## src/rtl/htb_pkg.sv

```systemverilog
package htb_pkg;

    localparam int MaxLeaves = 16;
    localparam int NodeDepth = 2 * MaxLeaves - 1;
    localparam int IdxW      = $clog2(NodeDepth);
    localparam int CntW      = $clog2(MaxLeaves + 1);
    localparam int WeightW   = 20;
    localparam int LinkW     = 6;
    localparam int LeafW     = 16;

    localparam logic [LinkW-1:0] NoNode = '1;

    // leaf beat passed from the front end to the builder
    typedef struct packed {
        logic [LeafW-1:0] weight;
        logic             last;
    } leaf_beat_t;

    // one node record on the result side
    typedef struct packed {
        logic [IdxW-1:0]    index;
        logic [WeightW-1:0] weight;
        logic [LinkW-1:0]   parent;
        logic [LinkW-1:0]   left;
        logic [LinkW-1:0]   right;
        logic               last;
    } node_rec_t;

endpackage

```

## src/rtl/htb_front.sv

```systemverilog
module htb_front
    import htb_pkg::*;
(
    input  logic       clk,
    input  logic       rst_n,
    input  logic       in_valid,
    output logic       in_ready,
    input  leaf_beat_t in_beat,
    output logic       q_valid,
    input  logic       q_ready,
    output leaf_beat_t q_beat
);

    // two-entry queue decoupling the stream input from the builder
    leaf_beat_t mem_reg [2];
    logic       wp_reg, wp_next, rp_reg, rp_next;
    logic [1:0] cnt_reg, cnt_next;
    logic       push, pop;

    assign in_ready = (cnt_reg != 2'd2);
    assign q_valid  = (cnt_reg != 2'd0);
    assign q_beat   = mem_reg[rp_reg];
    assign push     = in_valid && in_ready;
    assign pop      = q_valid && q_ready;

    always_comb
    begin
        wp_next  = push ? ~wp_reg : wp_reg;
        rp_next  = pop ? ~rp_reg : rp_reg;
        cnt_next = cnt_reg + {1'b0, push} - {1'b0, pop};
    end

    always_ff @(posedge clk or negedge rst_n)
    begin
        if (!rst_n)
        begin
            wp_reg  <= 1'b0;
            rp_reg  <= 1'b0;
            cnt_reg <= 2'd0;
        end
        else
        begin
            wp_reg  <= wp_next;
            rp_reg  <= rp_next;
            cnt_reg <= cnt_next;
        end
    end

    always_ff @(posedge clk)
    begin
        if (push)
            mem_reg[wp_reg] <= in_beat;
    end

endmodule

```

## src/rtl/htb_back.sv

```systemverilog
module htb_back
    import htb_pkg::*;
(
    input  logic       clk,
    input  logic       rst_n,
    input  logic       q_valid,
    output logic       q_ready,
    input  leaf_beat_t q_beat,
    output logic       out_valid,
    input  logic       out_ready,
    output node_rec_t  out_rec
);

    typedef enum logic [2:0] {
        S_LOAD, S_INIT, S_SCAN, S_LINK, S_EMIT, S_WAIT
    } state_t;

    // node table held in flops: the link step reads and writes several entries at once
    logic [WeightW-1:0] wt_reg  [NodeDepth];
    logic [LinkW-1:0]   par_reg [NodeDepth];
    logic [LinkW-1:0]   lft_reg [NodeDepth];
    logic [LinkW-1:0]   rgt_reg [NodeDepth];

    state_t             state_reg;
    logic [CntW-1:0]    cnt_reg;
    logic [IdxW-1:0]    node_reg;     // internal node being built
    logic [IdxW-1:0]    total_reg;    // last node index
    logic [IdxW-1:0]    scan_reg;
    logic               second_reg;
    logic               found_reg;
    logic [IdxW-1:0]    best_reg;
    logic [WeightW-1:0] bestw_reg;
    logic [IdxW-1:0]    m1_reg;
    logic [IdxW-1:0]    emit_reg;
    node_rec_t          rec_reg;
    logic               ov_reg;

    logic               take;
    logic               better;

    assign q_ready   = (state_reg == S_LOAD);
    assign take      = q_valid && q_ready;
    assign out_valid = ov_reg;
    assign out_rec   = rec_reg;
    assign better    = (par_reg[scan_reg] == NoNode)
                       && (!found_reg || wt_reg[scan_reg] < bestw_reg);

    always_ff @(posedge clk or negedge rst_n)
    begin
        if (!rst_n)
        begin
            state_reg  <= S_LOAD;
            cnt_reg    <= '0;
            ov_reg     <= 1'b0;
            node_reg   <= '0;
            total_reg  <= '0;
            scan_reg   <= '0;
            second_reg <= 1'b0;
            found_reg  <= 1'b0;
            best_reg   <= '0;
            m1_reg     <= '0;
            emit_reg   <= '0;
        end
        else
        begin
            // in emit the record register is refilled whenever it drains
            if (ov_reg && out_ready && state_reg != S_EMIT)
                ov_reg <= 1'b0;
            unique case (state_reg)
                S_LOAD:
                begin
                    if (take)
                    begin
                        if (cnt_reg < CntW'(MaxLeaves))
                            cnt_reg <= cnt_reg + 1'b1;
                        if (q_beat.last)
                            state_reg <= S_INIT;
                    end
                end
                S_INIT:
                begin
                    node_reg   <= IdxW'(cnt_reg);
                    total_reg  <= IdxW'({cnt_reg, 1'b0} - 2);
                    scan_reg   <= '0;
                    second_reg <= 1'b0;
                    found_reg  <= 1'b0;
                    best_reg   <= '0;
                    emit_reg   <= '0;
                    state_reg  <= (cnt_reg == CntW'(1)) ? S_EMIT : S_SCAN;
                end
                S_SCAN:
                begin
                    if (better)
                    begin
                        found_reg <= 1'b1;
                        best_reg  <= scan_reg;
                        bestw_reg <= wt_reg[scan_reg];
                    end
                    if (scan_reg + 1'b1 == node_reg)
                        state_reg <= S_LINK;
                    else
                        scan_reg <= scan_reg + 1'b1;
                end
                S_LINK:
                begin
                    scan_reg  <= '0;
                    found_reg <= 1'b0;
                    best_reg  <= '0;
                    if (!second_reg)
                    begin
                        m1_reg     <= best_reg;
                        second_reg <= 1'b1;
                        state_reg  <= S_SCAN;
                    end
                    else
                    begin
                        second_reg <= 1'b0;
                        if (node_reg == total_reg)
                            state_reg <= S_EMIT;
                        else
                        begin
                            node_reg  <= node_reg + 1'b1;
                            state_reg <= S_SCAN;
                        end
                    end
                end
                S_EMIT:
                begin
                    if (!ov_reg || out_ready)
                    begin
                        ov_reg         <= 1'b1;
                        rec_reg.index  <= emit_reg;
                        rec_reg.weight <= wt_reg[emit_reg];
                        rec_reg.parent <= par_reg[emit_reg];
                        rec_reg.left   <= lft_reg[emit_reg];
                        rec_reg.right  <= rgt_reg[emit_reg];
                        rec_reg.last   <= (emit_reg == total_reg);
                        if (emit_reg == total_reg)
                            state_reg <= S_WAIT;
                        else
                            emit_reg <= emit_reg + 1'b1;
                    end
                end
                S_WAIT:
                begin
                    if (!ov_reg || out_ready)
                    begin
                        cnt_reg   <= '0;
                        state_reg <= S_LOAD;
                    end
                end
                default: state_reg <= S_LOAD;
            endcase
        end
    end

    // table writes
    always_ff @(posedge clk)
    begin
        if (take && cnt_reg < CntW'(MaxLeaves))
        begin
            wt_reg[IdxW'(cnt_reg)]  <= WeightW'(q_beat.weight);
            par_reg[IdxW'(cnt_reg)] <= NoNode;
            lft_reg[IdxW'(cnt_reg)] <= NoNode;
            rgt_reg[IdxW'(cnt_reg)] <= NoNode;
        end
        if (state_reg == S_INIT)
            par_reg[IdxW'(cnt_reg)] <= NoNode;
        if (state_reg == S_LINK)
        begin
            par_reg[best_reg] <= LinkW'(node_reg);
            if (second_reg)
            begin
                wt_reg[node_reg]  <= wt_reg[m1_reg] + wt_reg[best_reg];
                lft_reg[node_reg] <= LinkW'(m1_reg);
                rgt_reg[node_reg] <= LinkW'(best_reg);
                if (node_reg != total_reg)
                    par_reg[node_reg + 1'b1] <= NoNode;
            end
        end
    end

`ifndef SYNTHESIS
    a_no_load_when_busy: assert property (@(posedge clk) disable iff (!rst_n)
        (state_reg != S_LOAD) |-> !q_ready)
        else $error("queue popped outside load");
    a_count_bound: assert property (@(posedge clk) disable iff (!rst_n)
        cnt_reg <= CntW'(MaxLeaves))
        else $error("leaf count overflow");
    a_rec_hold: assert property (@(posedge clk) disable iff (!rst_n)
        (ov_reg && !out_ready) |=> (ov_reg && $stable(rec_reg)))
        else $error("stalled record changed");
    a_scan_bound: assert property (@(posedge clk) disable iff (!rst_n)
        (state_reg == S_SCAN) |-> (scan_reg < node_reg))
        else $error("scan past build node");
`endif

endmodule

```

## src/rtl/huffman_tree_builder.sv

```systemverilog
// Huffman tree builder. Leaf weights stream in one beat each; the beat with
// tlast closes the set (up to 16 leaves, extras dropped) and the block builds
// the tree in a 2n-1 node table, then streams one beat per node in index
// order with tlast on the final node. Each internal node is built by two
// linear scans over the nodes below it, each followed by a link step, after
// one setup step for the set. Leaves load through a two-entry input queue;
// the builder takes none from it while a tree is built or emitted, but the
// queue still accepts two. Links of -1 read as all ones in 6 bits.
module huffman_tree_builder
    import htb_pkg::*;
(
    input  logic        clk,
    input  logic        rst_n,
    input  logic        s_tvalid,
    output logic        s_tready,
    input  logic [15:0] s_tdata,   // leaf_weight[15:0]
    input  logic        s_tlast,   // last_leaf
    output logic        m_tvalid,
    input  logic        m_tready,
    output logic [47:0] m_tdata,   // node_index[4:0], node_weight[24:5],
                                   // parent_index[30:25], left_index[36:31],
                                   // right_index[42:37], zero fill
    output logic        m_tlast    // last_node
);

    leaf_beat_t in_beat, q_beat;
    logic       q_valid, q_ready;
    node_rec_t  rec;

    assign in_beat.weight = s_tdata;
    assign in_beat.last   = s_tlast;

    htb_front u_front (
        .clk      (clk),
        .rst_n    (rst_n),
        .in_valid (s_tvalid),
        .in_ready (s_tready),
        .in_beat  (in_beat),
        .q_valid  (q_valid),
        .q_ready  (q_ready),
        .q_beat   (q_beat)
    );

    htb_back u_back (
        .clk       (clk),
        .rst_n     (rst_n),
        .q_valid   (q_valid),
        .q_ready   (q_ready),
        .q_beat    (q_beat),
        .out_valid (m_tvalid),
        .out_ready (m_tready),
        .out_rec   (rec)
    );

    assign m_tdata = {5'd0, rec.right, rec.left, rec.parent, rec.weight, rec.index};
    assign m_tlast = rec.last;

endmodule

```

## config.mk

```make
export PLATFORM = sky130hd
export DESIGN_NAME = huffman_tree_builder
export DESIGN_NICKNAME = d
export VERILOG_FILES = /design/src/rtl/htb_pkg.sv /design/src/rtl/htb_front.sv /design/src/rtl/htb_back.sv /design/src/rtl/huffman_tree_builder.sv
export SDC_FILE = /design/constraint.sdc
export NUM_CORES = 2
export LEC_CHECK = 0
export ABC_AREA = 0
export BUFFER_PORTS_ARGS = -buffer_cell sky130_fd_sc_hd__buf_4
export CORE_AREA = 10 10 387 295
export DETAILED_ROUTE_END_ITERATION = 10
export DIE_AREA = 0 0 397 305
export HOLD_SLACK_MARGIN = 0.06
export PLACE_DENSITY = 0.83
export SETUP_SLACK_MARGIN = 0.3
export SKIP_LAST_GASP = 1
export SLEW_MARGIN = 20
export SYNTH_ARGS = -nofsm -noshare
export SYNTH_HDL_FRONTEND = slang
export SYNTH_SLANG_ARGS = --single-unit
```

## constraint.sdc

```tcl
create_clock -name clk -period 7.5 [get_ports clk]
set_input_delay 0 -clock clk [delete_from_list [all_inputs] [get_ports clk]]
set_output_delay 0 -clock clk [all_outputs]
set_load 0.02 [all_outputs]
```

==> results.sh <==
export IMPL_dpl_hpwl_mm=122
export IMPL_pwr_share_seq_pct=38.4
export IMPL_setup_viol=0
export IMPL_syn_cell_area_um2=67600
export IMPL_clockBufferDepth=3
export IMPL_min_path_type="primary input to flip-flop"
export IMPL_p_leak_uw=0.0231
export IMPL_max_slew_margin_pct=16.4
export IMPL_worstPathRequired_ps=7920
export IMPL_max_slew_worst_pin_slew_ps=1250
export IMPL_ys_ff_latch=1288
export IMPL_internal_power_uw=17600
export IMPL_clock_sinks=1288
export IMPL_placed_cells=5483
export IMPL_final_common_cell="edfxtp_1"
export IMPL_synthCells=4209
export IMPL_path_max_fanout=43
export IMPL_async_reset_ff_share_pct=3.42
export IMPL_clk_pin_slew_ps=70
export IMPL_rows=104
export IMPL_p_per_area_nw_per_um2=370
export IMPL_ys_types=67
export IMPL_layout_nets=4290
export IMPL_fin_skew_ps=57.0
export IMPL_reg2reg_setup_slack_ps=1510
export IMPL_dr_pass1_iters=8
export IMPL_antenna_found_initial=4
export IMPL_run_status="complete, no violations"
export IMPL_drt_wl_total_mm=210
export IMPL_diodes=0
export IMPL_crit_type="flip-flop to flip-flop"
export IMPL_fmax_ghz=0.167
export IMPL_crit_arrival_ps=6410
export IMPL_ant_nets=0
export IMPL_syn2layout_area_growth_pct=10.4
export IMPL_fin_cells=5752
export IMPL_min_period_over_period_pct=79.9
export IMPL_htree_levels=3
export IMPL_via_count=45300
export IMPL_syn_avg_cell_area_um2=16.1
export IMPL_grt_pass1_wl_mm=307
export IMPL_period_needed_ps=5990
export IMPL_ys_seq_area_share_pct=54.1
export IMPL_cts_hold_buf=39
export IMPL_power_share_switching_pct=36.3
export IMPL_start_util_pct=63.5
export IMPL_die_x_um=397
export IMPL_clockRootBuffer="clkbuf_16"
export IMPL_switchingPower_uw=10000
export IMPL_wl_per_cell_um=36.6
export IMPL_coreArea_um2=107000
export IMPL_slew_viol_final=0
export IMPL_rsz0062_at_grt="no"
export IMPL_crit_path_end_kind="flip-flop"
export IMPL_largest_reg_flops=620
export IMPL_routabilityCongestion=0.956
export IMPL_die_h_um=305
export IMPL_startpoint_type="flip-flop"
export IMPL_cap_violations=0
export IMPL_die_area_um2=121000
export IMPL_hold_ws_ps=148
export IMPL_cts_resized=0
export IMPL_post_cts_buffers=0
export IMPL_comb_power_share_pct=38.3
export IMPL_grt_pass1_vias=44000
export IMPL_route_detailed_drc=0
export IMPL_hold_viol=0
export IMPL_drive_gt1_share_pct=31.1
export IMPL_yosysWarnings=0
export IMPL_drtIter0Drc=8191
export IMPL_grt_overflow=0
export IMPL_grtUsageTotal_pct=34.3
export IMPL_postLayoutCoreUtil_pct=70.0
export IMPL_portBuffers=66
export IMPL_final_cell_mix="edfxtp_1, mux4_2, nand2_1"
export IMPL_io_pins=72
export IMPL_ir_drop_mv=0.307
export IMPL_fin_setup_tns_ps=0
export IMPL_synth_edf_count=1058
export IMPL_p_clk_share_pct=23.3
export IMPL_clk_latency_ps=780
export IMPL_avgViaCountPerCell=7.87
export IMPL_cts_buffers=120
export IMPL_tritoncts="built"
export IMPL_grt_max_degree=162
export IMPL_yosys_most_used_dff="edfxtp_1"
layer usage:
metal	global-route usage (%)	wire length, µm
met1	46.5	71200
met2	47.9	89900
met3	15.4	37500
met4	15.2	11500
met5	0	292
power by group through the flow:
stage	combinational, µW	clock (µW)	sequential, µW
global route	11100	6710	10700
detailed placement	10100	0	10700
CTS	10200	6420	10600
finish	10600	6430	10600
floorplan	7560	0	9980
global placement	9810	0	10700
cells in the mapped netlist, types with 14 or more instances:
cell	number	area, µm²
clkbuf_1	209	785
mux2_2	95	1070
xnor2_1	27	236
dfrtp_1	44	1100
nand2_1	447	1680
o211ai_1	91	683
o21ai_0	188	941
dfxtp_1	186	3720
o22ai_1	14	87.6
nand2b_1	24	150
xor2_1	19	166
buf_2	43	215
a21oi_1	43	215
mux2i_1	309	3090
edfxtp_1	1058	31800
o221ai_1	34	298
nand3_1	50	250
nor3_1	17	85.1
mux4_2	793	17900
buf_1	74	278
ha_1	50	626
nand4_1	36	225
inv_1	38	143
nor2_1	148	556
cell families after synthesis:
| kind of cell | count (synthesis) | share of synthesized area, % |
|---|---|---|
| xor gates and xnor gates | 46 | 0.596 |
| AOI/OAI and AO/OA | 442 | 4.12 |
| adders and majority gates | 51 | 0.955 |
| muxes | 1201 | 32.7 |
| DFF | 1288 | 54.1 |
| buffers and inverters | 373 | 2.21 |
| and+or+nand+nor | 807 | 5.28 |
| other | 1 | 0.00555 |
worst max-delay path, stage by stage, from the launching register on:
cell      delay (ps)
dfrtp_4          990
nand2_2          930
nor2_1           380
nor2_1            90
o21ai_0          160
nand2_1          110
nand2_1          120
o221ai_1         130
o21ai_0          590
ha_1             280
a21o_1           120
a21o_1           110
a21oi_1           50
o21ai_0          310
nor3_2            80
nor3_1           640
and4bb_2         530
path summary, 6_finish.rpt:
kind | start | endpoint | cells after the start
setup / recovery | u_back.scan_reg[1] | u_back.bestw_reg[5] | 16
hold / removal | m_tready | u_back.out_valid | 4
setup reg to reg | u_back.scan_reg[1] | u_back.bestw_reg[5] | 16
hold reg to reg | u_back.par_reg[23][2] | u_back.par_reg[23][2] | 2
max in group asynchronous | rst_n | u_back.scan_reg[3] | 4
min in group asynchronous | rst_n | u_back.emit_reg[2] | 4
stage by stage:
stage | setup WS (ps) | power (µW) | area (µm²)
finish | 1510 | 27600 | 74600
global route | 1230 | 28500 | 74600
detailed placement | 1430 | 20800 | 69900
global placement | 1510 | 20500 | 69900
floorplan | 1610 | 17500 | 67600
CTS | 1390 | 27200 | 74400
area by class of cell:
cell class              count  area, µm²
clock inverters            61        856
well taps                1431       1790
repair buffers            217       1940
fillers                  6489      31900
inverters                  39        146
flip-flops and latches   1288      36700
clock buffers             164       3260
multi-input cells        2552      30000
No activity file was read; power rests on OpenSTA's default activity.
